**src/rtl/core/tcc_pkg.sv**
```systemverilog
// tcc_pkg: shared types and constants of the text console cursor engine.
// No dependencies; imported by the channel interfaces and all modules but tcc_ram.
package tcc_pkg;

   localparam int ACTION_W = 2;
   localparam int CHAR_W   = 8;
   localparam int ATTR_W   = 8;
   localparam int INDEX_W  = 11;
   localparam int POS_W    = 11;
   localparam int CELL_W   = CHAR_W + ATTR_W;

   localparam logic [CHAR_W-1:0] NL_CODE    = 8'd10;
   localparam logic [CHAR_W-1:0] BS_CODE    = 8'd8;
   localparam logic [CHAR_W-1:0] BLANK_CODE = 8'd32;
   localparam logic [ATTR_W-1:0] COLOR_RESET = 8'd15;

   typedef enum logic [ACTION_W-1:0] {
      ACT_PUT   = 2'd0,
      ACT_CLEAR = 2'd1,
      ACT_READ  = 2'd2
   } action_type;

   typedef enum logic {
      ALU_ADD = 1'b0,
      ALU_SUB = 1'b1
   } alu_op_type;

   typedef enum logic [3:0] {
      ST_IDLE,
      ST_NL,
      ST_NL_ADV,
      ST_SCROLL_RD,
      ST_SCROLL_WR,
      ST_BLANK,
      ST_BS,
      ST_BS_WR,
      ST_WRITE,
      ST_READ,
      ST_RDCAP,
      ST_DONE
   } state_type;

endpackage

```
**src/rtl/core/tcc_alu.sv**
```systemverilog
// tcc_alu: shared address adder/subtractor with a less-than compare on the sum.
// Depends on tcc_pkg (alu_op_type).
module tcc_alu #(
   parameter int W = 11
) (
   input  tcc_pkg::alu_op_type op,
   input  logic [W-1:0]        a,
   input  logic [W-1:0]        b,
   input  logic [W-1:0]        lim,
   output logic [W-1:0]        y,
   output logic                lt
);
   import tcc_pkg::*;

   always_comb begin
      case (op)
         ALU_ADD: y = a + b;
         ALU_SUB: y = a - b;
         default: y = a;
      endcase
      lt = (y < lim);
   end
endmodule

```
**config.mk**
```make
export PLATFORM = sky130hd
export DESIGN_NAME = tcc_alu
export DESIGN_NICKNAME = d
export VERILOG_FILES = /design/src/rtl/core/tcc_pkg.sv /design/src/rtl/core/tcc_alu.sv
export SDC_FILE = /design/constraint.sdc
export NUM_CORES = 1
export LEC_CHECK = 0
export BUFFER_PORTS_ARGS = -buffer_cell sky130_fd_sc_hd__buf_4
export CAP_MARGIN = 20
export CORE_MARGIN = 2
export CORE_UTILIZATION = 53
export DETAILED_ROUTE_END_ITERATION = 8
export PLACE_DENSITY = 0.95
export SLEW_MARGIN = 10
export SYNTH_ARGS = -nofsm -noshare
export SYNTH_HDL_FRONTEND = slang
export SYNTH_SLANG_ARGS = --single-unit
```
**constraint.sdc**
```tcl
create_clock -name vclk -period 6.5
set_clock_uncertainty 0.05 [all_clocks]
set_input_delay 0.325 -clock vclk [all_inputs]
set_output_delay 0.325 -clock vclk [all_outputs]
set_load 0.05 [all_outputs]
```
After elaboration in Yosys (flattened, before gate mapping):

Index checks and enable logic that the tools add are counted.

* multiplexer cells: 1
* $lt $le $gt $ge: 1
* bitwise operators: 1
* add/subtract/negate cells: 2

Operator list (number)
* 11-bit one-hot mux with 2 select lines: 1
* 11-bit adder: 1
* 11-bit less-than comparator: 1
* 11-bit subtractor: 1
* 1-bit NOT: 1

* bits in registers: 0
* output and inout port bits: 12
* input port bits: 34
* logic and storage cells: 5

Logic depth before layout (Yosys ltp):

* depth in word-level cells: 3
* gate-level depth with buffers: 16
* depth with buffers taken out: 16

Worst setup path after synthesis:

OpenSTA, ideal clock, no wires.

* path type: input port to output port
* start point: input b[0]
* end point: output lt
* data required time: 6125 ps
* path buffers: 0
* stages on the path: 15
* data arrival time: 4612 ps
* slack: 1513 ps
* cells stage by stage: inv_1 ha_1 mux2_2 fa_1 nor2b_1 o2111ai_1 nand2_1 nor2_1 xnor2_1 ha_1 o21ai_0 nor2_1 nor3_1 o21ai_0 a221oi_1

* word-level cells in the longest chain between the ends: 3
* elaborated cells between the ends (all ways): 4
* classes of those cells: 2 x add/sub; 1 x order compare; 1 x mux

Ends and longest elaborated chain
* from (decl): line tcc_alu.sv:8 `input logic [W-1:0] b,`
* 11-bit subtractor / 11-bit adder (equally long branches): line tcc_alu.sv:18, tcc_alu.sv:17
* 11-bit one-hot mux with 2 select lines *: line tcc_alu.sv:16 `case (op)`
* named net y[6]: line tcc_alu.sv:10 `output logic [W-1:0] y,`
* 11-bit less-than comparator *: line tcc_alu.sv:21 `lt = (y < lim);`
* to (decl): line tcc_alu.sv:11 `output logic lt`

Mark *: on every way through the listed nets, which the timed path passes. The rest lies on a longest branch.

Worst setup path in the final report:

* start point: input b[4]
* end point: output lt

* word-level cells in the longest chain between the ends: 3
* elaborated cells between the ends (all ways): 4
* classes of those cells: 2 x add/sub; 1 x order compare; 1 x mux

Ends and longest elaborated chain (line)
* 11-bit subtractor / 11-bit adder (equally long branches): tcc_alu.sv:18, tcc_alu.sv:17
* 11-bit one-hot mux with 2 select lines *: tcc_alu.sv:16
* 11-bit less-than comparator *: tcc_alu.sv:21

Every way passes the cells marked *; elsewhere a longest branch is shown, timed or not.

==> results_dict.tcl <==
set metrics [dict create \
    status "finished clean" \
    critical_path.top_delay_family "compound AO/OA/AOI/OAI gates" \
    min_delay_worst_endpoint "y[0]" \
    synth_top_cell_area_share_pct 28.9 \
    netlist_area_um2 951 \
    synth_nets 188 \
    core_mm2 0.00171 \
    crit_buf_inv 2 \
    ctsHoldBuffers 0 \
    grtUsageTotal_pct 24.9 \
    core.rowCount 15 \
    die-area_mm2 0.00215 \
    vias 1091 \
    hpwl_mm 2.30 \
    drt_iter0_markers 19 \
    hold_violations 0 \
    synthTopCellsByArea "ha_1 (29%), xnor2_1 (13%), inv_1 (8.3%)" \
    die_y_um 46.4 \
    power_density_mw_per_mm2 208 \
    grt_pass1_wl_mm 4.12 \
    cts_resized 0 \
    worst-path-max-fanout 7 \
    worstPathRequired_ps 6120 \
    period_minus_slack_ps 3940 \
    viasPerCell 5.43 \
    min_path_cells 4 \
    synth_top_area_cell "ha_1" \
    diodes 0 \
    ys_seq_area_share_pct 0 \
    nFlopsAndLatches 0 \
    max_freq_ghz 0.253 \
    slew_viol_final 0 \
    syn2layout_area_growth_pct 39.1 \
    crit_slowest_cell "or4_4" \
    drtAntennaViolNets 0 \
    drcViolationCount 0 \
    place.gp.congestion 0.790 \
    dr.pass1.iters 4 \
    grt_pass1_vias 1092 \
    slew_headroom_pct 81.4 \
    ys_top_cells_by_count "ha_1 (22), inv_1 (21), xnor2_1 (14)" \
    register_area_um2 0 \
    worstMarginPinSlew_ps 279 \
    endpoint_kind "output pin" \
    setup_violations 0 \
    peakVddDrop_v 0.000175 \
    power.total_uw 275 \
    yosysUniqueCellTypes 30 \
    port_buffers 46 \
    min_from "b[0]" \
    overflow 0 \
    cap_viol_max_count 0 \
    clock_buffers 0 \
    critPathLaunch "b[4]" \
    min_path_type "in2out" \
    syn_inst 131 \
    antenna_found_initial 0 \
    die_w_um 46.4 \
    grt_max_degree 11 \
    rsz0062_at_grt "false" \
    setup_tns_ps 0 \
    boundaryPins 46 \
    start_util_pct 55.7 \
    path_cells "buf_4 > or4_4 > nor2_1 > a21oi_1 > xnor2_1 > ha_1 > a21o_1 > a211o_1 > o22ai_1 > xnor2_1 > ha_1 > o2111a_1 > a221oi_1 > buf_4" \
    fin_nets 235 \
    crit_arrival_ps 3570 \
    p_leak_nw 0.716 \
    wl_mm 2.57 \
    slowest_delay_ps 570 \
    drive_gt1_share_pct 27.8 \
    wire_per_inst_um 12.8 \
    critPathLaunchType "primary input" \
    avgSynthCellArea_um2 7.26 \
    cts_setup_buffers 0 \
    fill_cells 128 \
    worstSetupPathType "in2out" \
    yosys.cell_count.top_type "ha_1" \
    finalCritPeriodShare_pct 60.7 \
    yosysWarnings 0 \
]
==> cell usage in the layout, fill, tap and decap left out <==
master     count
nor4_4         1
nor2b_1        2
o22ai_1        2
nor3_1         5
nand2b_1       2
inv_1         21
a21o_1         6
nor2_1        12
buf_4         46
nand2_1        5
a221oi_1       1
a211oi_1       2
o41a_1         1
o31a_1         2
o21ai_0        6
nand3_1        1
xnor2_1       14
or3_1          1
mux2_2         1
o2111ai_1      1
xor2_1         3
a21oi_1        8
nand4_1        3
a31oi_1        3
o21a_1         1
o2111a_1       1
fa_1           1
ha_1          22
a211o_1        1
or4_4          1
==> stage by stage <==
stage / area (µm²) / hold slack (ps) / util, % / cells / worst slack [ps]
6_report: 1320 / 1060 / 77.4 / 201 / 2560
5_1_grt: 1320 / 1110 / 77.4 / 201 / 2420
4_1_cts: 1320 / 1060 / 77.4 / 201 / 2570
3_5_place_dp: 1320 / 1060 / 77.4 / 201 / 2580
3_3_place_gp: 1320 / 1050 / 77.4 / 201 / 2720
2_1_floorplan: 951 / 905 / - / 131 / 1510
==> per-layer routing <==
metal  GRT usage, %  vias up  share of wire, %
li1               -      555                 -
met1           27.9      495                41
met2           51.7       35                55
met3          0.784        6               3.3
met4           2.86        0               1.1
met5              0        -                 0
==> power by group <==
part           internal [mW]  switching, mW  total (mW)
Combinational          0.103          0.172       0.275
Sequential                 0              0           0
Clock                      0              0           0
==> worst max-delay path by stage <==
stage	end	depth (start not counted)
2_1_floorplan	lt	15
3_3_place_gp	lt	14
3_5_place_dp	lt	14
4_1_cts	lt	14
5_1_grt	lt	18
6_report	lt	14
==> final cells by class <==
class / count / area (µm²) / share of cell area, %
inverters: 21 / 78.8 / 5.96
multi-input cells: 109 / 867 / 65.6
well taps: 25 / 31.3 / 2.37
repair buffers: 46 / 345 / 26.1
==> tightest hold or removal path: stages <==
cell and delay, ps:
buf_4 100, ha_1 140, inv_1 40, buf_4 180
==> cells by family (layout without fill, tap and decap cells) <==
family          Yosys count  after routing  synth area share (%)
buf+inv                  22             67                  8.82
simple gates             33             33                  18.6
compound gates           35             35                  24.7
xor+xnor                 17             17                  15.7
mux                       1              1                  1.18
fa+ha+maj                23             23                  31.1
Note: power is estimated with default switching activity, not from simulation.
