[src/rtl/core/tcc_pkg.sv]
// tcc_pkg: shared types and constants of the text console cursor engine.
// No dependencies; imported by the channel interfaces and all modules but tcc_ram.
package tcc_pkg;

   localparam int ACTION_W = 2;
   localparam int CHAR_W   = 8;
   localparam int ATTR_W   = 8;
   localparam int INDEX_W  = 11;
   localparam int POS_W    = 11;
   localparam int CELL_W   = CHAR_W + ATTR_W;

   localparam logic [CHAR_W-1:0] NL_CODE    = 8'd10;
   localparam logic [CHAR_W-1:0] BS_CODE    = 8'd8;
   localparam logic [CHAR_W-1:0] BLANK_CODE = 8'd32;
   localparam logic [ATTR_W-1:0] COLOR_RESET = 8'd15;

   typedef enum logic [ACTION_W-1:0] {
      ACT_PUT   = 2'd0,
      ACT_CLEAR = 2'd1,
      ACT_READ  = 2'd2
   } action_type;

   typedef enum logic {
      ALU_ADD = 1'b0,
      ALU_SUB = 1'b1
   } alu_op_type;

   typedef enum logic [3:0] {
      ST_IDLE,
      ST_NL,
      ST_NL_ADV,
      ST_SCROLL_RD,
      ST_SCROLL_WR,
      ST_BLANK,
      ST_BS,
      ST_BS_WR,
      ST_WRITE,
      ST_READ,
      ST_RDCAP,
      ST_DONE
   } state_type;

endpackage

[src/rtl/core/tcc_req_if.sv]
// tcc_req_if: request channel (valid/ready plus action, char and cell index).
// Depends on tcc_pkg for field widths.
interface tcc_req_if;
   import tcc_pkg::*;

   logic               valid;
   logic               ready;
   logic [ACTION_W-1:0] action;
   logic [CHAR_W-1:0]  char_code;
   logic [INDEX_W-1:0] cell_index;

   modport source (output valid, output action, output char_code, output cell_index,
                   input ready);
   modport sink   (input valid, input action, input char_code, input cell_index,
                   output ready);
endinterface

[src/rtl/core/tcc_rsp_if.sv]
// tcc_rsp_if: response channel (valid/ready plus cursor position and cell read).
// Depends on tcc_pkg for field widths.
interface tcc_rsp_if;
   import tcc_pkg::*;

   logic              valid;
   logic              ready;
   logic [POS_W-1:0]  cursor_pos;
   logic [CHAR_W-1:0] read_char;
   logic [ATTR_W-1:0] read_attr;

   modport source (output valid, output cursor_pos, output read_char, output read_attr,
                   input ready);
   modport sink   (input valid, input cursor_pos, input read_char, input read_attr,
                   output ready);
endinterface

[src/rtl/core/tcc_seq.sv]
// tcc_seq: sequencer of the console engine; cursor state, text color, result register.
// Depends on tcc_pkg, tcc_req_if, tcc_rsp_if; drives tcc_alu and tcc_ram from the top.
module tcc_seq #(
   parameter int COLUMNS = 80,
   parameter int ROWS    = 25,
   localparam int CELLS  = ROWS * COLUMNS,
   localparam int AW     = $clog2(CELLS + 1),
   localparam int RAW    = $clog2(CELLS)
) (
   input  logic                      clock,
   input  logic                      reset,
   tcc_req_if.sink                   req_chan,
   tcc_rsp_if.source                 rsp_chan,
   input  logic                      csr_write_en,
   input  logic [tcc_pkg::ATTR_W-1:0] csr_write_data,
   output tcc_pkg::alu_op_type       alu_op,
   output logic [AW-1:0]             alu_a,
   output logic [AW-1:0]             alu_b,
   output logic [AW-1:0]             alu_lim,
   input  logic [AW-1:0]             alu_y,
   input  logic                      alu_lt,
   output logic                      ram_wr_en,
   output logic [RAW-1:0]            ram_wr_addr,
   output logic [tcc_pkg::CELL_W-1:0] ram_wr_data,
   output logic [RAW-1:0]            ram_rd_addr,
   input  logic [tcc_pkg::CELL_W-1:0] ram_rd_data
);
   import tcc_pkg::*;

   localparam int CW = $clog2(COLUMNS + 1);
   localparam int RW = $clog2(ROWS);
   localparam int PW = (AW > POS_W) ? AW : POS_W;
   localparam int IW = ((RAW > INDEX_W) ? RAW : INDEX_W) + 1;

   state_type           state_ff, state_in;
   logic [CW-1:0]       col_ff, col_in;
   logic [RW-1:0]       row_ff, row_in;
   logic [AW-1:0]       addr_ff, addr_in;
   logic [AW-1:0]       ptr_ff, ptr_in;
   logic [ACTION_W-1:0] act_ff, act_in;
   logic [CHAR_W-1:0]   char_ff, char_in;
   logic [INDEX_W-1:0]  idx_ff, idx_in;
   logic                put_after_ff, put_after_in;
   logic [ATTR_W-1:0]   color_ff, color_in;
   logic [CHAR_W-1:0]   rd_char_ff, rd_char_in;
   logic [ATTR_W-1:0]   rd_attr_ff, rd_attr_in;
   logic                rsp_valid_ff, rsp_valid_in;
   logic [POS_W-1:0]    rsp_pos_ff, rsp_pos_in;
   logic [CHAR_W-1:0]   rsp_char_ff, rsp_char_in;
   logic [ATTR_W-1:0]   rsp_attr_ff, rsp_attr_in;

   logic [PW-1:0] pos_ext;
   logic [IW-1:0] idx_ext;
   logic [IW-1:0] req_idx_ext;

   assign pos_ext     = PW'(addr_ff);
   assign idx_ext     = IW'(idx_ff);
   assign req_idx_ext = IW'(req_chan.cell_index);

   always_ff @(posedge clock) begin
      if (reset) begin
         state_ff     <= ST_IDLE;
         col_ff       <= '0;
         row_ff       <= '0;
         addr_ff      <= '0;
         ptr_ff       <= '0;
         put_after_ff <= 1'b0;
         color_ff     <= COLOR_RESET;
         rsp_valid_ff <= 1'b0;
      end else begin
         state_ff     <= state_in;
         col_ff       <= col_in;
         row_ff       <= row_in;
         addr_ff      <= addr_in;
         ptr_ff       <= ptr_in;
         put_after_ff <= put_after_in;
         color_ff     <= color_in;
         rsp_valid_ff <= rsp_valid_in;
      end
      act_ff      <= act_in;
      char_ff     <= char_in;
      idx_ff      <= idx_in;
      rd_char_ff  <= rd_char_in;
      rd_attr_ff  <= rd_attr_in;
      rsp_pos_ff  <= rsp_pos_in;
      rsp_char_ff <= rsp_char_in;
      rsp_attr_ff <= rsp_attr_in;
   end

   always_comb begin
      state_in     = state_ff;
      col_in       = col_ff;
      row_in       = row_ff;
      addr_in      = addr_ff;
      ptr_in       = ptr_ff;
      act_in       = act_ff;
      char_in      = char_ff;
      idx_in       = idx_ff;
      put_after_in = put_after_ff;
      color_in     = csr_write_en ? csr_write_data : color_ff;
      rd_char_in   = rd_char_ff;
      rd_attr_in   = rd_attr_ff;
      rsp_valid_in = rsp_valid_ff;
      rsp_pos_in   = rsp_pos_ff;
      rsp_char_in  = rsp_char_ff;
      rsp_attr_in  = rsp_attr_ff;

      alu_op      = ALU_ADD;
      alu_a       = addr_ff;
      alu_b       = '0;
      alu_lim     = AW'(CELLS);
      ram_wr_en   = 1'b0;
      ram_wr_addr = addr_ff[RAW-1:0];
      ram_wr_data = {color_ff, char_ff};
      ram_rd_addr = idx_ext[RAW-1:0];

      req_chan.ready = (state_ff == ST_IDLE);

      // response slot frees on its beat
      if (rsp_valid_ff && rsp_chan.ready) begin
         rsp_valid_in = 1'b0;
      end

      case (state_ff)
         ST_IDLE: begin
            if (req_chan.valid) begin
               act_in       = req_chan.action;
               char_in      = req_chan.char_code;
               idx_in       = req_chan.cell_index;
               rd_char_in   = '0;
               rd_attr_in   = '0;
               put_after_in = 1'b0;
               case (action_type'(req_chan.action))
                  ACT_PUT: begin
                     if (req_chan.char_code == NL_CODE) begin
                        state_in = ST_NL;
                     end else if (req_chan.char_code == BS_CODE) begin
                        state_in = ST_BS;
                     end else if (col_ff >= CW'(COLUMNS)) begin
                        put_after_in = 1'b1;
                        state_in     = ST_NL;
                     end else begin
                        state_in = ST_WRITE;
                     end
                  end
                  ACT_CLEAR: begin
                     ptr_in   = '0;
                     state_in = ST_BLANK;
                  end
                  ACT_READ: begin
                     state_in = (req_idx_ext < IW'(CELLS)) ? ST_READ : ST_DONE;
                  end
                  default: state_in = ST_DONE;
               endcase
            end
         end
         ST_NL: begin
            // back to the start of the line
            alu_op  = ALU_SUB;
            alu_b   = AW'(col_ff);
            addr_in = alu_y;
            col_in  = '0;
            if (row_ff < RW'(ROWS - 1)) begin
               state_in = ST_NL_ADV;
            end else begin
               ptr_in   = '0;
               state_in = ST_SCROLL_RD;
            end
         end
         ST_NL_ADV: begin
            alu_b    = AW'(COLUMNS);
            addr_in  = alu_y;
            row_in   = row_ff + RW'(1);
            state_in = put_after_ff ? ST_WRITE : ST_DONE;
         end
         ST_SCROLL_RD: begin
            alu_a       = ptr_ff;
            alu_b       = AW'(COLUMNS);
            ram_rd_addr = alu_y[RAW-1:0];
            state_in    = ST_SCROLL_WR;
         end
         ST_SCROLL_WR: begin
            ram_wr_en   = 1'b1;
            ram_wr_addr = ptr_ff[RAW-1:0];
            ram_wr_data = ram_rd_data;
            alu_a       = ptr_ff;
            alu_b       = AW'(1);
            alu_lim     = AW'(CELLS - COLUMNS);
            ptr_in      = alu_y;
            state_in    = alu_lt ? ST_SCROLL_RD : ST_BLANK;
         end
         ST_BLANK: begin
            ram_wr_en   = 1'b1;
            ram_wr_addr = ptr_ff[RAW-1:0];
            ram_wr_data = {color_ff, BLANK_CODE};
            alu_a       = ptr_ff;
            alu_b       = AW'(1);
            ptr_in      = alu_y;
            if (!alu_lt) begin
               if (act_ff == ACT_CLEAR) begin
                  col_in   = '0;
                  row_in   = '0;
                  addr_in  = '0;
                  state_in = ST_DONE;
               end else begin
                  state_in = put_after_ff ? ST_WRITE : ST_DONE;
               end
            end
         end
         ST_BS: begin
            // at home the cursor stays put
            alu_op  = ALU_SUB;
            alu_b   = AW'((col_ff != '0) || (row_ff != '0));
            addr_in = alu_y;
            if (col_ff != '0) begin
               col_in = col_ff - CW'(1);
            end else if (row_ff != '0) begin
               row_in = row_ff - RW'(1);
               col_in = CW'(COLUMNS - 1);
            end
            state_in = ST_BS_WR;
         end
         ST_BS_WR: begin
            ram_wr_en   = 1'b1;
            ram_wr_data = {color_ff, BLANK_CODE};
            state_in    = ST_DONE;
         end
         ST_WRITE: begin
            ram_wr_en = 1'b1;
            alu_b     = AW'(1);
            addr_in   = alu_y;
            col_in    = col_ff + CW'(1);
            state_in  = ST_DONE;
         end
         ST_READ: begin
            state_in = ST_RDCAP;
         end
         ST_RDCAP: begin
            rd_char_in = ram_rd_data[CHAR_W-1:0];
            rd_attr_in = ram_rd_data[CELL_W-1:CHAR_W];
            state_in   = ST_DONE;
         end
         ST_DONE: begin
            if (!rsp_valid_ff || rsp_chan.ready) begin
               rsp_valid_in = 1'b1;
               rsp_pos_in   = pos_ext[POS_W-1:0];
               rsp_char_in  = rd_char_ff;
               rsp_attr_in  = rd_attr_ff;
               state_in     = ST_IDLE;
            end
         end
         default: state_in = ST_IDLE;
      endcase
   end

   assign rsp_chan.valid      = rsp_valid_ff;
   assign rsp_chan.cursor_pos = rsp_pos_ff;
   assign rsp_chan.read_char  = rsp_char_ff;
   assign rsp_chan.read_attr  = rsp_attr_ff;
endmodule

[src/flat_wrapper.sv]
// flat-port wrapper written by rule: the top's interface ports become plain ports
module tcc_seq_flat import tcc_pkg::*;
#(
   parameter int COLUMNS = 80,
   parameter int ROWS    = 25,
   localparam int CELLS  = ROWS * COLUMNS,
   localparam int AW     = $clog2(CELLS + 1),
   localparam int RAW    = $clog2(CELLS)
)
  (clock, reset, csr_write_en, csr_write_data, alu_op, alu_a, alu_b, alu_lim, alu_y, alu_lt, ram_wr_en, ram_wr_addr, ram_wr_data, ram_rd_addr, ram_rd_data, req_chan_valid, req_chan_action, req_chan_char_code, req_chan_cell_index, req_chan_ready, rsp_chan_valid, rsp_chan_cursor_pos, rsp_chan_read_char, rsp_chan_read_attr, rsp_chan_ready);
  tcc_req_if req_chan_i ();
  tcc_rsp_if rsp_chan_i ();
  input  logic clock;
  input  logic reset;
  input  logic csr_write_en;
  input  logic [tcc_pkg::ATTR_W-1:0] csr_write_data;
  output tcc_pkg::alu_op_type alu_op;
  output logic [AW-1:0] alu_a;
  output logic [AW-1:0] alu_b;
  output logic [AW-1:0] alu_lim;
  input  logic [AW-1:0] alu_y;
  input  logic alu_lt;
  output logic ram_wr_en;
  output logic [RAW-1:0] ram_wr_addr;
  output logic [tcc_pkg::CELL_W-1:0] ram_wr_data;
  output logic [RAW-1:0] ram_rd_addr;
  input  logic [tcc_pkg::CELL_W-1:0] ram_rd_data;
  input wire logic [$bits(req_chan_i.valid)-1:0] req_chan_valid;
  input wire logic [$bits(req_chan_i.action)-1:0] req_chan_action;
  input wire logic [$bits(req_chan_i.char_code)-1:0] req_chan_char_code;
  input wire logic [$bits(req_chan_i.cell_index)-1:0] req_chan_cell_index;
  output wire logic [$bits(req_chan_i.ready)-1:0] req_chan_ready;
  output wire logic [$bits(rsp_chan_i.valid)-1:0] rsp_chan_valid;
  output wire logic [$bits(rsp_chan_i.cursor_pos)-1:0] rsp_chan_cursor_pos;
  output wire logic [$bits(rsp_chan_i.read_char)-1:0] rsp_chan_read_char;
  output wire logic [$bits(rsp_chan_i.read_attr)-1:0] rsp_chan_read_attr;
  input wire logic [$bits(rsp_chan_i.ready)-1:0] rsp_chan_ready;
  assign req_chan_i.valid = req_chan_valid;
  assign req_chan_i.action = req_chan_action;
  assign req_chan_i.char_code = req_chan_char_code;
  assign req_chan_i.cell_index = req_chan_cell_index;
  assign req_chan_ready = req_chan_i.ready;
  assign rsp_chan_valid = rsp_chan_i.valid;
  assign rsp_chan_cursor_pos = rsp_chan_i.cursor_pos;
  assign rsp_chan_read_char = rsp_chan_i.read_char;
  assign rsp_chan_read_attr = rsp_chan_i.read_attr;
  assign rsp_chan_i.ready = rsp_chan_ready;
  tcc_seq #(.COLUMNS(COLUMNS), .ROWS(ROWS)) u_core (.clock(clock), .reset(reset), .req_chan(req_chan_i), .rsp_chan(rsp_chan_i), .csr_write_en(csr_write_en), .csr_write_data(csr_write_data), .alu_op(alu_op), .alu_a(alu_a), .alu_b(alu_b), .alu_lim(alu_lim), .alu_y(alu_y), .alu_lt(alu_lt), .ram_wr_en(ram_wr_en), .ram_wr_addr(ram_wr_addr), .ram_wr_data(ram_wr_data), .ram_rd_addr(ram_rd_addr), .ram_rd_data(ram_rd_data));
endmodule
[config.mk]
export PLATFORM = sky130hd
export DESIGN_NAME = tcc_seq_flat
export DESIGN_NICKNAME = d
export VERILOG_FILES = /design/src/rtl/core/tcc_pkg.sv /design/src/rtl/core/tcc_req_if.sv /design/src/rtl/core/tcc_rsp_if.sv /design/src/rtl/core/tcc_seq.sv /design/src/flat_wrapper.sv
export SDC_FILE = /design/constraint.sdc
export NUM_CORES = 1
export LEC_CHECK = 0
export BUFFER_PORTS_ARGS = -buffer_cell sky130_fd_sc_hd__buf_2
export CORE_AREA = 2 2 136 85
export CTS_CLUSTER_SIZE = 40
export DETAILED_ROUTE_END_ITERATION = 8
export DIE_AREA = 0 0 138 87
export PLACE_DENSITY = 0.83
export SYNTH_ARGS = -nofsm -noshare
export SYNTH_HDL_FRONTEND = slang
export SYNTH_SLANG_ARGS = --single-unit
[constraint.sdc]
create_clock -name clock -period 2.8 [get_ports clock]
set_clock_uncertainty 0.05 [all_clocks]
set_input_delay 0 -clock clock [delete_from_list [all_inputs] [get_ports clock]]
set_output_delay 0 -clock clock [all_outputs]
set_load 0.02 [all_outputs]
# --- Yosys cells after proc, flatten, opt, wreduce, memory -nomap -nowiden ---
# Cells that the tools add are included.
word_totals:
  register_bits: 112
  input_bits: 62
classes:
  add_sub_neg: 4
  magnitude_cmp: 3
  n_eq_ne: 25
  mux: 48
  reduce_logical: 30
ops:
  columns: ["op", "n"]
  rows:
  - ["$mux W11", 8]
  - ["$pmux W7 S4", 2]
  - ["$pmux W4 S10", 1]
  - ["$mux W7", 5]
  - ["$pmux W11 S3", 1]
  - ["$pmux W16 S2", 1]
  - ["$pmux W8 S2", 2]
  - ["$mux W4", 7]
  - ["$pmux W11 S2", 1]
  - ["$mux W5", 4]
  - ["$eq A4 B3 Y1 const B", 4]
  - ["$eq A4 B4 Y1 const B", 4]
  - ["$eq A8 B4 Y1 const B", 2]
  - ["$pmux W5 S3", 1]
  - ["$pmux W4 S3", 1]
  - ["$lt A11 B11 Y1 const B", 1]
  - ["$mux W1", 10]
  - ["$reduce_or A3 Y1", 3]
  - ["$eq A4 B2 Y1 const B", 2]
  - ["$mux W8", 1]
  - ["$ne A2 B1 Y1 const B", 4]
  - ["$ne A2 B2 Y1 const B", 4]
  - ["$reduce_and A4 Y1", 2]
  - ["$reduce_or A2 Y1", 4]
  - ["26 further kinds", 35]

# --- Longest topological paths before layout ---
# Gate-level depths: netlist of run 1.
depth:
  word_depth: 7
  ltp_mapped: 9
  depth_no_buf: 8

# --- Least setup slack after synthesis of run 1 ---
# OpenSTA, ideal clock, no wires.
synth_timing:
  kind: "register -> register"
  start: "reg u_core.state_ff[1]"
  end: "reg u_core.rd_attr_ff[0], enable pin"
  setup_time_ns: 0.334
  arrival_ns: 2.264
  required_ns: 2.416
  path_slack_ns: 0.153
  stages_incl_launch_ff: 7
  synth_period_minus_slack_ns: 2.647
  path_cell_list: "dfxtp_1 > buf_2 > or4_1 > inv_1 > nand2_1 > inv_1 > or2_2"
synth_between:
  elab_chain_len: 3
  word_cells_on_any_way: 5
synth_lines:
  columns: ["element", "line_no", "text"]
  rows:
  - ["from (decl)", "tcc_seq.sv:35", "state_type state_ff, state_in;"]
  - ["from (signal assigned)", "tcc_seq.sv:71", "state_ff <= state_in;"]
  - ["$logic_not A4 Y1 (*)", null, null]
  - ["net req_chan_ready", "flat_wrapper.sv:32", "output wire logic [$bits(req_chan_i.ready)-1:0] req_chan_ready;"]
  - ["$ne A2 B2 Y1 (no source line) or $reduce_bool A2 Y1 (tied branches)", null, null]
  - ["$reduce_and A2 Y1 (no source line) (*)", null, null]
  - ["to (signal assigned)", "tcc_seq.sv:84", "rd_attr_ff <= rd_attr_in;"]
  - ["to (decl)", "tcc_seq.sv:46", "logic [ATTR_W-1:0] rd_attr_ff, rd_attr_in;"]
# Mark *: on every way through the listed nets, which the timed path passes. The rest lies on a longest branch.
# A chain may end at the register's enable or synchronous reset.

# --- Worst setup path after layout of run 1 ---
layout_timing:
  start: "reg u_core.state_ff[3]"
  end: "out ram_wr_data[13] (netlist name)"
layout_between:
  elab_chain_len: 3
  word_cells_on_any_way: 5
layout_lines:
  columns: ["element", "line_no", "text"]
  rows:
  - ["$eq A4 B3 Y1", "tcc_seq.sv:124", "case (state_ff)"]
  - ["$reduce_or A2 Y1 (no source line)", null, null]
  - ["$pmux W16 S2 (*)", "tcc_seq.sv:124", null]
  - ["to (decl)", "flat_wrapper.sv:25", "output logic [tcc_pkg::CELL_W-1:0] ram_wr_data;"]
# Mark *: on every way between the ends. The rest lies on a longest branch, timed or not.

==> results of run 1 <==
## power by group
part | internal [W] | total, W | leakage, nW | switching (W)
registers | 0.00215 | 0.00233 | 0.991 | 0.000182
clock network | 0.000633 | 0.00126 | 0.145 | 0.000631
logic | 0.00101 | 0.00266 | 1.94 | 0.00165
total | 0.00379 | 0.00625 | 3.08 | 0.00246
## final timing paths
kind	to	slack, ps	start	cells past startpoint
setup / recovery	ram_wr_data[13]	170	u_core.state_ff[3]$_SDFFE_PP0P_	8
hold / removal	u_core.rsp_chan.valid$_SDFF_PP0_	20	rsp_chan_ready	4
setup reg to reg	u_core.row_ff[4]$_SDFFE_PP0P_	440	u_core.state_ff[1]$_SDFFE_PP0P_	9
hold reg to reg	u_core.rsp_chan.read_attr[5]$_DFFE_PP_	370	u_core.rd_attr_ff[5]$_SDFFCE_PN0P_	0
## logic make-up (layout without fill, tap and decap cells)
logic type                 after synthesis  count (layout)  share of synthesized area [%]
AOI/OAI and AO/OA                      105             105                           14.0
xor gates and xnor gates                 4               4                          0.639
other                                    2              13                          0.137
DFF                                    112             112                           52.6
buffers and inverters                   61             255                           5.52
adders and majority gates               11              11                           2.65
and+or+nand+nor                        149             149                           14.4
muxes                                   50              50                           10.1
## critical path: cells and delay by family, from the launching register on
kind / cells / cell delay (ps)
flip-flops: 1 / 320
multiplexers: 1 / 360
AND/OR/NAND/NOR: 3 / 610
buffers and inverters: 4 / 930
## through the flow
step                total power [W]  cell area, sq um  std cells  util (%)
finish                      0.00625              7210        843      66.3
global route                0.00656              7210        843      66.3
CTS                         0.00622              7210        843      66.2
detailed placement          0.00488              6340        771      58.3
global placement            0.00480              6340        771      58.3
floorplan                   0.00411              5530        505         -
## cell usage after synthesis (4+ instances only)
cell,instances,area (sq um)
nand2_1,15,56.3
a22oi_1,25,188
a22o_1,8,70.1
nor2b_1,9,56.3
nand2b_1,4,25.0
nand3_1,7,35.0
buf_4,14,105
a211o_1,4,35.0
nor3_1,6,30.0
o22ai_1,4,25.0
nor2_1,57,214
o21ai_0,12,60.1
edfxtp_1,64,1920
and2_1,17,106
a311oi_1,4,35.0
a31oi_1,4,25.0
a21o_1,5,37.5
clkbuf_1,16,60.1
inv_1,15,56.3
a21oi_1,14,70.1
mux2_2,41,462
buf_2,11,55.1
mux2i_1,9,90.1
dfxtp_1,48,961
ha_1,10,125
and3_1,9,56.3
## state kept, by name, summed over array words and instances (netlist names), 2 cells and up
signal and cells:
u_core.act_ff 2, u_core.addr_ff 11, u_core.rsp_chan.read_char 8, u_core.rd_attr_ff 8, u_core.state_ff 4, u_core.ptr_ff 11, u_core.rd_char_ff 8, u_core.rsp_chan.cursor_pos 11
u_core.rsp_chan.read_attr 8, u_core.idx_ff 11, u_core.row_ff 5, u_core.char_ff 8, u_core.col_ff 7, u_core.color_ff 8
## repair_timing
action                                  in CTS  in global routing
buffers inserted                             0                  0
hold buffers                                56                  0
hold endpoints to repair                    67                  0
endpoints found under the setup margin       0                 19
gates resized for setup                      0                  2
## routing by layer
metal	global-route usage, %	part of all wire, %
met1	34.5	43
met4	5.38	0.88
met5	0	0
met2	40.1	46
met3	6.05	10
## cell type report
| type | instances | share of cell area [%] |
|---|---|---|
| Clock buffer | 9 | 3.12 |
| Clock inverter | 7 | 1.06 |
| Inverter | 16 | 0.833 |
| Multi-Input combinational cell | 332 | 32.6 |
| Sequential cell | 112 | 40.0 |
| Tap cell | 144 | 2.50 |
| Timing Repair Buffer | 223 | 20.0 |
==> impl_metrics.py, run 1 <==
metrics = {
    "setup_path": {
        "crit_top_cell": "buf_4",
        "slowest_stage": "mux2_2",
        "required_ps": 2750,
        "worst-path-max-fanout": 23,
        "arrival_ps": 2580,
        "cp-end-kind": "primary output",
        "crit_type": "flop to primary output",
        "cpPeakStageDelay_ps": 360,
        "critPathLaunchType": "flop",
        "crit_path_cell_trace": "buf_4, nor2_2, and2_1, buf_4, nor2b_1, buf_4, mux2_2, buf_2",
    },
    "sta": {
        "max_freq_mhz": 380,
        "period_minus_slack_ps": 2630,
        "drv_slew": 0,
        "final_hold_viol_count": 0,
        "holdWs_ps": 18.0,
        "slew_headroom_pct": 34.6,
        "grt_setup_unrepaired": "no",
        "post-route-period-util_pct": 93.9,
        "final-setup-viol-count": 0,
        "final.setup.tns_ps": 0,
        "tightest_slew_ps": 981,
        "setup_ws_ps": 171,
    },
    "finish": {
        "final_cell_mix": "buf_2, edfxtp_1, dlygate4sd3_1",
        "layout.nets": 767,
        "drive_gt1_share_pct": 34.0,
        "fillers": 811,
        "diodes": 0,
        "final_common_cell": "buf_2",
        "area_delta_synth_final_pct": 31.5,
        "multi_input_area_sq_um": 2350,
        "seq_area_sq_um": 2880,
    },
    "power": {
        "p_leak_nw": 3.08,
        "p_per_area_nw_per_um2": 867,
        "peakVddDrop_mv": 0.493,
    },
    "clocking": {
        "clock-sinks": 112,
        "cts_made_buffers": 9,
        "path_clk_slew_ps": 80,
        "cts_root_buf": "clkbuf_16",
        "clk_latency_ps": 350,
        "cts_buffer_depth": 2,
        "cts_max_level": 3,
        "tritoncts": "built",
    },
    "floorplanning": {
        "ios": 164,
        "die_w_microns": 138,
        "start_util_pct": 50.4,
        "die_y_microns": 87,
        "num_rows": 30,
        "dieArea_sq_um": 12000,
        "core_sq_um": 10900,
    },
    "synthesis": {
        "ys_async_sr_fraction_pct": 0,
        "synth_warnings": 0,
        "synth.distinct_cells": 70,
        "seq_area_frac_synth_pct": 52.6,
        "synth_ff_type": "edfxtp_1",
        "synth_area_sq_um": 5490,
        "synth_edf_count": 64,
        "ys_ff_latch": 112,
        "synthCells": 494,
        "avgSynthCellArea_sq_um": 11.1,
    },
    "run_status": {
        "status": "finished, final reports clean",
    },
    "drt": {
        "vias": 4798,
        "drc": 0,
        "route.detailed.wl_per_inst_microns": 18.2,
        "totalWireLength_microns": 15400,
        "drtIter0Drc": 470,
        "drtAntennaViolNets": 0,
        "first_pass_iters": 5,
        "via_per_inst": 5.69,
    },
    "global_routing": {
        "grtUsageTotal_pct": 24.8,
        "grt_pass1_wl_microns": 23600,
        "grt_pass1_vias": 4516,
        "grt_overflow": 0,
        "grt_max_degree": 51,
        "antenna_found_initial": 0,
    },
    "placement": {
        "dp_hpwl_microns": 10400,
        "finalWeightedCongestion": 0.968,
        "pre_cts_ws_ps": 384,
        "io_buffers": 150,
    },
    "job": {
        "max_cap_violations": 0,
    },
    "hold_path": {
        "hold_class": "primary input to flop",
    },
}
Note: power is estimated with default switching activity, not from simulation.
==> run 2: changes to the inputs <==
- REMOVE_ABC_BUFFERS: unset -> 1
==> impl_metrics.py, run 2 (synthesized netlist as in run 1, its figures left out) <==
metrics = {
    "global_routing": {
        "antenna_found_initial": 0,
        "grt_pass1_vias": 4672,
        "grt_max_degree": 51,
        "grt_overflow": 0,
        "grtUsageTotal_pct": 25.1,
        "grt_pass1_wl_microns": 24000,
    },
    "run_status": {
        "status": "finished, final reports clean",
    },
    "drt": {
        "drc": 0,
        "via_per_inst": 5.63,
        "route.detailed.wl_per_inst_microns": 18.2,
        "vias": 4757,
        "drtIter0Drc": 392,
        "totalWireLength_microns": 15300,
        "first_pass_iters": 6,
        "drtAntennaViolNets": 0,
    },
    "setup_path": {
        "crit_path_cell_trace": "buf_4, nor2_1, and2_1, buf_4, nor2_1, buf_4, mux2_2, buf_2",
        "crit_type": "flop to primary output",
        "critPathLaunchType": "flop",
        "path_delay_family": "buffers and inverters",
        "worst-path-max-fanout": 23,
        "required_ps": 2750,
        "crit_top_cell": "buf_4",
        "arrival_ps": 2590,
        "slowest_stage": "nor2_1",
        "crit_buf_inv": 4,
        "cp-end-kind": "primary output",
        "cpPeakStageDelay_ps": 390,
    },
    "floorplanning": {
        "die_y_microns": 87,
        "dieArea_sq_um": 12000,
        "start_util_pct": 50.4,
        "num_rows": 30,
        "core_sq_um": 10900,
        "ios": 164,
        "die_w_microns": 138,
    },
    "sta": {
        "final.setup.tns_ps": 0,
        "grt_setup_unrepaired": "no",
        "period_minus_slack_ps": 2640,
        "final_hold_viol_count": 0,
        "post-route-period-util_pct": 94.3,
        "setup_ws_ps": 159,
        "slew_headroom_pct": 34.1,
        "final-setup-viol-count": 0,
        "tightest_slew_ps": 989,
        "max_freq_mhz": 379,
        "drv_slew": 0,
    },
    "placement": {
        "pre_cts_ws_ps": 561,
        "dp_hpwl_microns": 10500,
        "io_buffers": 150,
        "placed_cells": 772,
        "finalWeightedCongestion": 0.953,
    },
    "clocking": {
        "cts_made_buffers": 9,
        "path_clk_slew_ps": 70,
        "cts_setup_buffers": 0,
        "clk_latency_ps": 340,
        "holdBufCountCts": 57,
        "tritoncts": "built",
        "cts_resized": 0,
        "cts_max_level": 3,
        "cts_root_buf": "clkbuf_16",
        "clock-sinks": 112,
        "cts_buffer_depth": 2,
    },
    "finish": {
        "final_common_cell": "buf_2",
        "area_delta_synth_final_pct": 31.4,
        "layout.nets": 769,
        "drive_gt1_share_pct": 33.7,
        "fillers": 804,
        "final_cell_mix": "buf_2, edfxtp_1, dlygate4sd3_1",
        "final_cells": 845,
        "diodes": 0,
    },
    "power": {
        "total_power_w": 0.00619,
        "p_per_area_nw_per_um2": 859,
        "p_leak_nw": 3.07,
        "peakVddDrop_mv": 0.465,
    },
    "hold_path": {
        "hold_class": "primary input to flop",
    },
    "job": {
        "max_cap_violations": 0,
    },
}
## run 2: changes by cell type in the layout (fill, tap and decap cells not counted), moves of 2 or more
cell and delta:
clkinvlp_4 +2, inv_8 -2, nor2_1 +2, nor2_2 -2
## run 2: worst paths after layout
| path | from | endpoint | slack [ps] | cells past startpoint |
|---|---|---|---|---|
| worst max-delay path | u_core.state_ff[3]$_SDFFE_PP0P_ | alu_a[8] | 160 | 8 |
| worst min-delay path | req_chan_valid | u_core.put_after_ff$_SDFFE_PP0P_ | 40 | 4 |
| worst max register to register | u_core.state_ff[3]$_SDFFE_PP0P_ | u_core.row_ff[4]$_SDFFE_PP0P_ | 510 | 8 |
| worst min register to register | u_core.rd_char_ff[6]$_SDFFCE_PN0P_ | u_core.rsp_chan.read_char[6]$_DFFE_PP_ | 370 | 0 |
## run 2: per-layer routing
layer  track usage [%]  vias to the layer above  part of all wire [%]
met3              6.60                       36                   9.1
met2              42.3                      282                    47
met4              6.31                        0                   2.1
li1                  -                     2195                     -
met5                 0                        -                     0
met1              32.8                     2244                    41
## run 2: area by class of cell
cell class | count | area, sq um | share of cell area [%]
Sequential cell | 112 | 2880 | 40.0
Multi-Input combinational cell | 332 | 2340 | 32.5
Timing Repair Buffer | 225 | 1460 | 20.2
Clock buffer | 10 | 229 | 3.18
Tap cell | 144 | 180 | 2.50
Inverter | 16 | 60.1 | 0.833
Clock inverter | 6 | 56.3 | 0.781
## run 2: worst register-to-register path, delay by kind of cell, from the launching register on
kind | cells | cell delay (ps)
compound gates | 2 | 420
flops | 1 | 450
simple gates | 3 | 640
xor+xnor | 1 | 110
buf+inv | 1 | 160
fa+ha+maj | 1 | 370
## run 2: per-stage QoR
stage | hold slack, ps | area [sq um] | util, %
after floorplan | 19.1 | 5280 | -
after global placement | 128 | 6350 | 58.4
after detailed placement | 129 | 6350 | 58.4
after CTS | 34.8 | 7210 | 66.2
after global routing | 57.0 | 7210 | 66.2
final | 43.7 | 7210 | 66.2
## run 2: where the power goes
group	leakage (nW)	switching (W)	internal (W)
Sequential	0.991	0.000193	0.00215
Combinational	1.95	0.00164	0.00101
Clock	0.128	0.000588	0.000616
==> run 3: changes to the inputs <==
- MAX_ROUTING_LAYER: unset -> met4
- PLACE_DENSITY: 0.83 -> unset
- PLACE_DENSITY_LB_ADDON: unset -> 0.05
==> impl_metrics.py, run 3 (synthesized netlist as in run 1, its figures left out) <==
metrics = {
    "drt": {
        "vias": 4656,
        "drtAntennaViolNets": 0,
        "totalWireLength_microns": 14500,
        "route.detailed.wl_per_inst_microns": 17.2,
        "wl_met2_microns": 6580,
        "drc": 0,
        "first_pass_iters": 6,
        "drtIter0Drc": 361,
        "dr_wl_met3_microns": 947,
        "routed.top_layer": "met4",
        "via_per_inst": 5.50,
        "wl_met1_microns": 6940,
    },
    "finish": {
        "diodes": 0,
        "final_area_sq_um": 7240,
        "layout.nets": 770,
        "final_cell_mix": "buf_2, edfxtp_1, dlygate4sd3_1",
        "final_cells": 846,
        "multi_input_area_sq_um": 2350,
        "drive_gt1_share_pct": 33.9,
        "seq_area_sq_um": 2880,
        "final_common_cell": "buf_2",
        "area_delta_synth_final_pct": 31.9,
        "fillers": 841,
    },
    "setup_path": {
        "cp-end-kind": "primary output",
        "slowest_stage": "dfxtp_1",
        "crit_path_cell_trace": "nor2_2, and2_1, buf_4, nor2b_1, buf_4, mux2_2, buf_2",
        "worst-path-max-fanout": 23,
        "crit_top_cell": "buf_4",
        "critPathLaunchType": "flop",
        "crit_buf_inv": 3,
        "required_ps": 2750,
        "cpPeakStageDelay_ps": 430,
        "crit_type": "flop to primary output",
        "arrival_ps": 2490,
        "path_delay_family": "buffers and inverters",
    },
    "placement": {
        "placed_area_sq_um": 6350,
        "dp_hpwl_microns": 9830,
        "placed_cells": 772,
        "finalWeightedCongestion": 0.921,
        "io_buffers": 150,
    },
    "sta": {
        "final.setup.tns_ps": 0,
        "post-route-period-util_pct": 90.8,
        "tightest_slew_ps": 996,
        "period_minus_slack_ps": 2540,
        "grt_setup_unrepaired": "no",
        "max_freq_mhz": 393,
        "final-setup-viol-count": 0,
        "slew_headroom_pct": 33.6,
        "final_hold_viol_count": 0,
        "drv_slew": 0,
    },
    "floorplanning": {
        "start_util_pct": 50.4,
        "ios": 164,
        "dieArea_sq_um": 12000,
        "num_rows": 30,
        "die_w_microns": 138,
        "core_sq_um": 10900,
        "die_y_microns": 87,
    },
    "power": {
        "p_per_area_nw_per_um2": 859,
        "peakVddDrop_mv": 0.485,
        "switching_share_pct": 39.1,
        "p_int_w": 0.00379,
        "p_switching_w": 0.00243,
        "p_comb_share_pct": 42.0,
        "p_clk_share_pct": 20.3,
        "seqPwrFrac_pct": 37.8,
        "p_leak_nw": 3.09,
    },
    "clocking": {
        "cts_buffer_depth": 2,
        "tritoncts": "built",
        "path_clk_slew_ps": 80,
        "cts_max_level": 3,
        "clock-sinks": 112,
        "clk_latency_ps": 350,
        "cts_setup_buffers": 0,
        "cts_root_buf": "clkbuf_16",
        "cts_made_buffers": 9,
    },
    "global_routing": {
        "grt_pass1_vias": 4419,
        "grt_pass1_wl_microns": 23000,
        "grt_max_degree": 51,
        "grt_overflow": 0,
        "antenna_found_initial": 0,
        "grtUsageTotal_pct": 24.7,
    },
    "hold_path": {
        "hold_class": "primary input to flop",
    },
    "job": {
        "max_cap_violations": 0,
    },
    "run_status": {
        "status": "finished, final reports clean",
    },
}
-- run 3: changes by cell type in the layout (fill, tap and decap cells not counted), sizes merged --
cell         before  now
clkbuf           10    9
clkinv            3    4
clkinvlp          3    1
dlygate4sd3      57   58
inv              16   18
-- run 3: worst paths after layout --
check	startpoint	endpoint	slack, ps	depth (start not counted)
max	u_core.state_ff[3]$_SDFFE_PP0P_	ram_wr_data[12]	260	7
min	csr_write_en	u_core.color_ff[5]$_SDFFE_PP0P_	50	3
max reg2reg	u_core.state_ff[3]$_SDFFE_PP0P_	u_core.row_ff[4]$_SDFFE_PP0P_	310	8
min reg2reg	u_core.rd_char_ff[7]$_SDFFCE_PN0P_	u_core.rsp_chan.read_char[7]$_DFFE_PP_	370	0
-- run 3: cell type report --
cell class                 instances  share of cell area, %
sequential                       112                   39.8
multi-input combinational        332                   32.5
timing repair buffer             226                   20.3
clock buffer                       9                   3.11
tap                              144                   2.49
clock inverter                     7                   1.00
inverter                          16                  0.830
-- run 3: power by group through the flow --
| stage | logic, W | registers (W) | clock network (W) |
|---|---|---|---|
| 4_1_cts | 0.00258 | 0.00234 | 0.00129 |
| 3_3_place_gp | 0.00248 | 0.00236 | 0 |
| 6_report | 0.00261 | 0.00235 | 0.00126 |
| 3_5_place_dp | 0.00251 | 0.00238 | 0 |
| 5_1_grt | 0.00282 | 0.00239 | 0.00136 |
| 2_1_floorplan | 0.00161 | 0.00238 | 0 |
-- run 3: per-stage QoR --
step,hold slack [ps],total power (W),util [%],worst slack [ps]
final,49.1,0.00622,66.5,257
after global routing,44.9,0.00657,66.5,69.5
after CTS,40.1,0.00622,66.4,42.3
after detailed placement,128,0.00488,58.4,335
after global placement,126,0.00485,58.4,440
after floorplan,19.1,0.00400,-,-32.3
-- run 3: worst register-to-register path: cells and delay by family, from the launching register on --
kind / cells / cell delay, ps
fa+ha+maj: 1 / 430
xor+xnor: 1 / 90
simple gates: 3 / 630
flops: 1 / 560
buf+inv: 1 / 280
compound gates: 2 / 370
-- run 3: routing by layer --
| layer | up-vias | global-route usage (%) |
|---|---|---|
| met5 | - | - |
| met4 | 0 | 4.27 |
| met2 | 203 | 37.8 |
| met1 | 2245 | 35.0 |
| li1 | 2198 | - |
| met3 | 10 | 5.06 |
-- run 3: repair_timing --
action	4_1_cts	5_1_grt
hold buffers	58	0
gates resized for setup	0	2
endpoints found under the setup margin	0	13
hold endpoints to repair	69	0
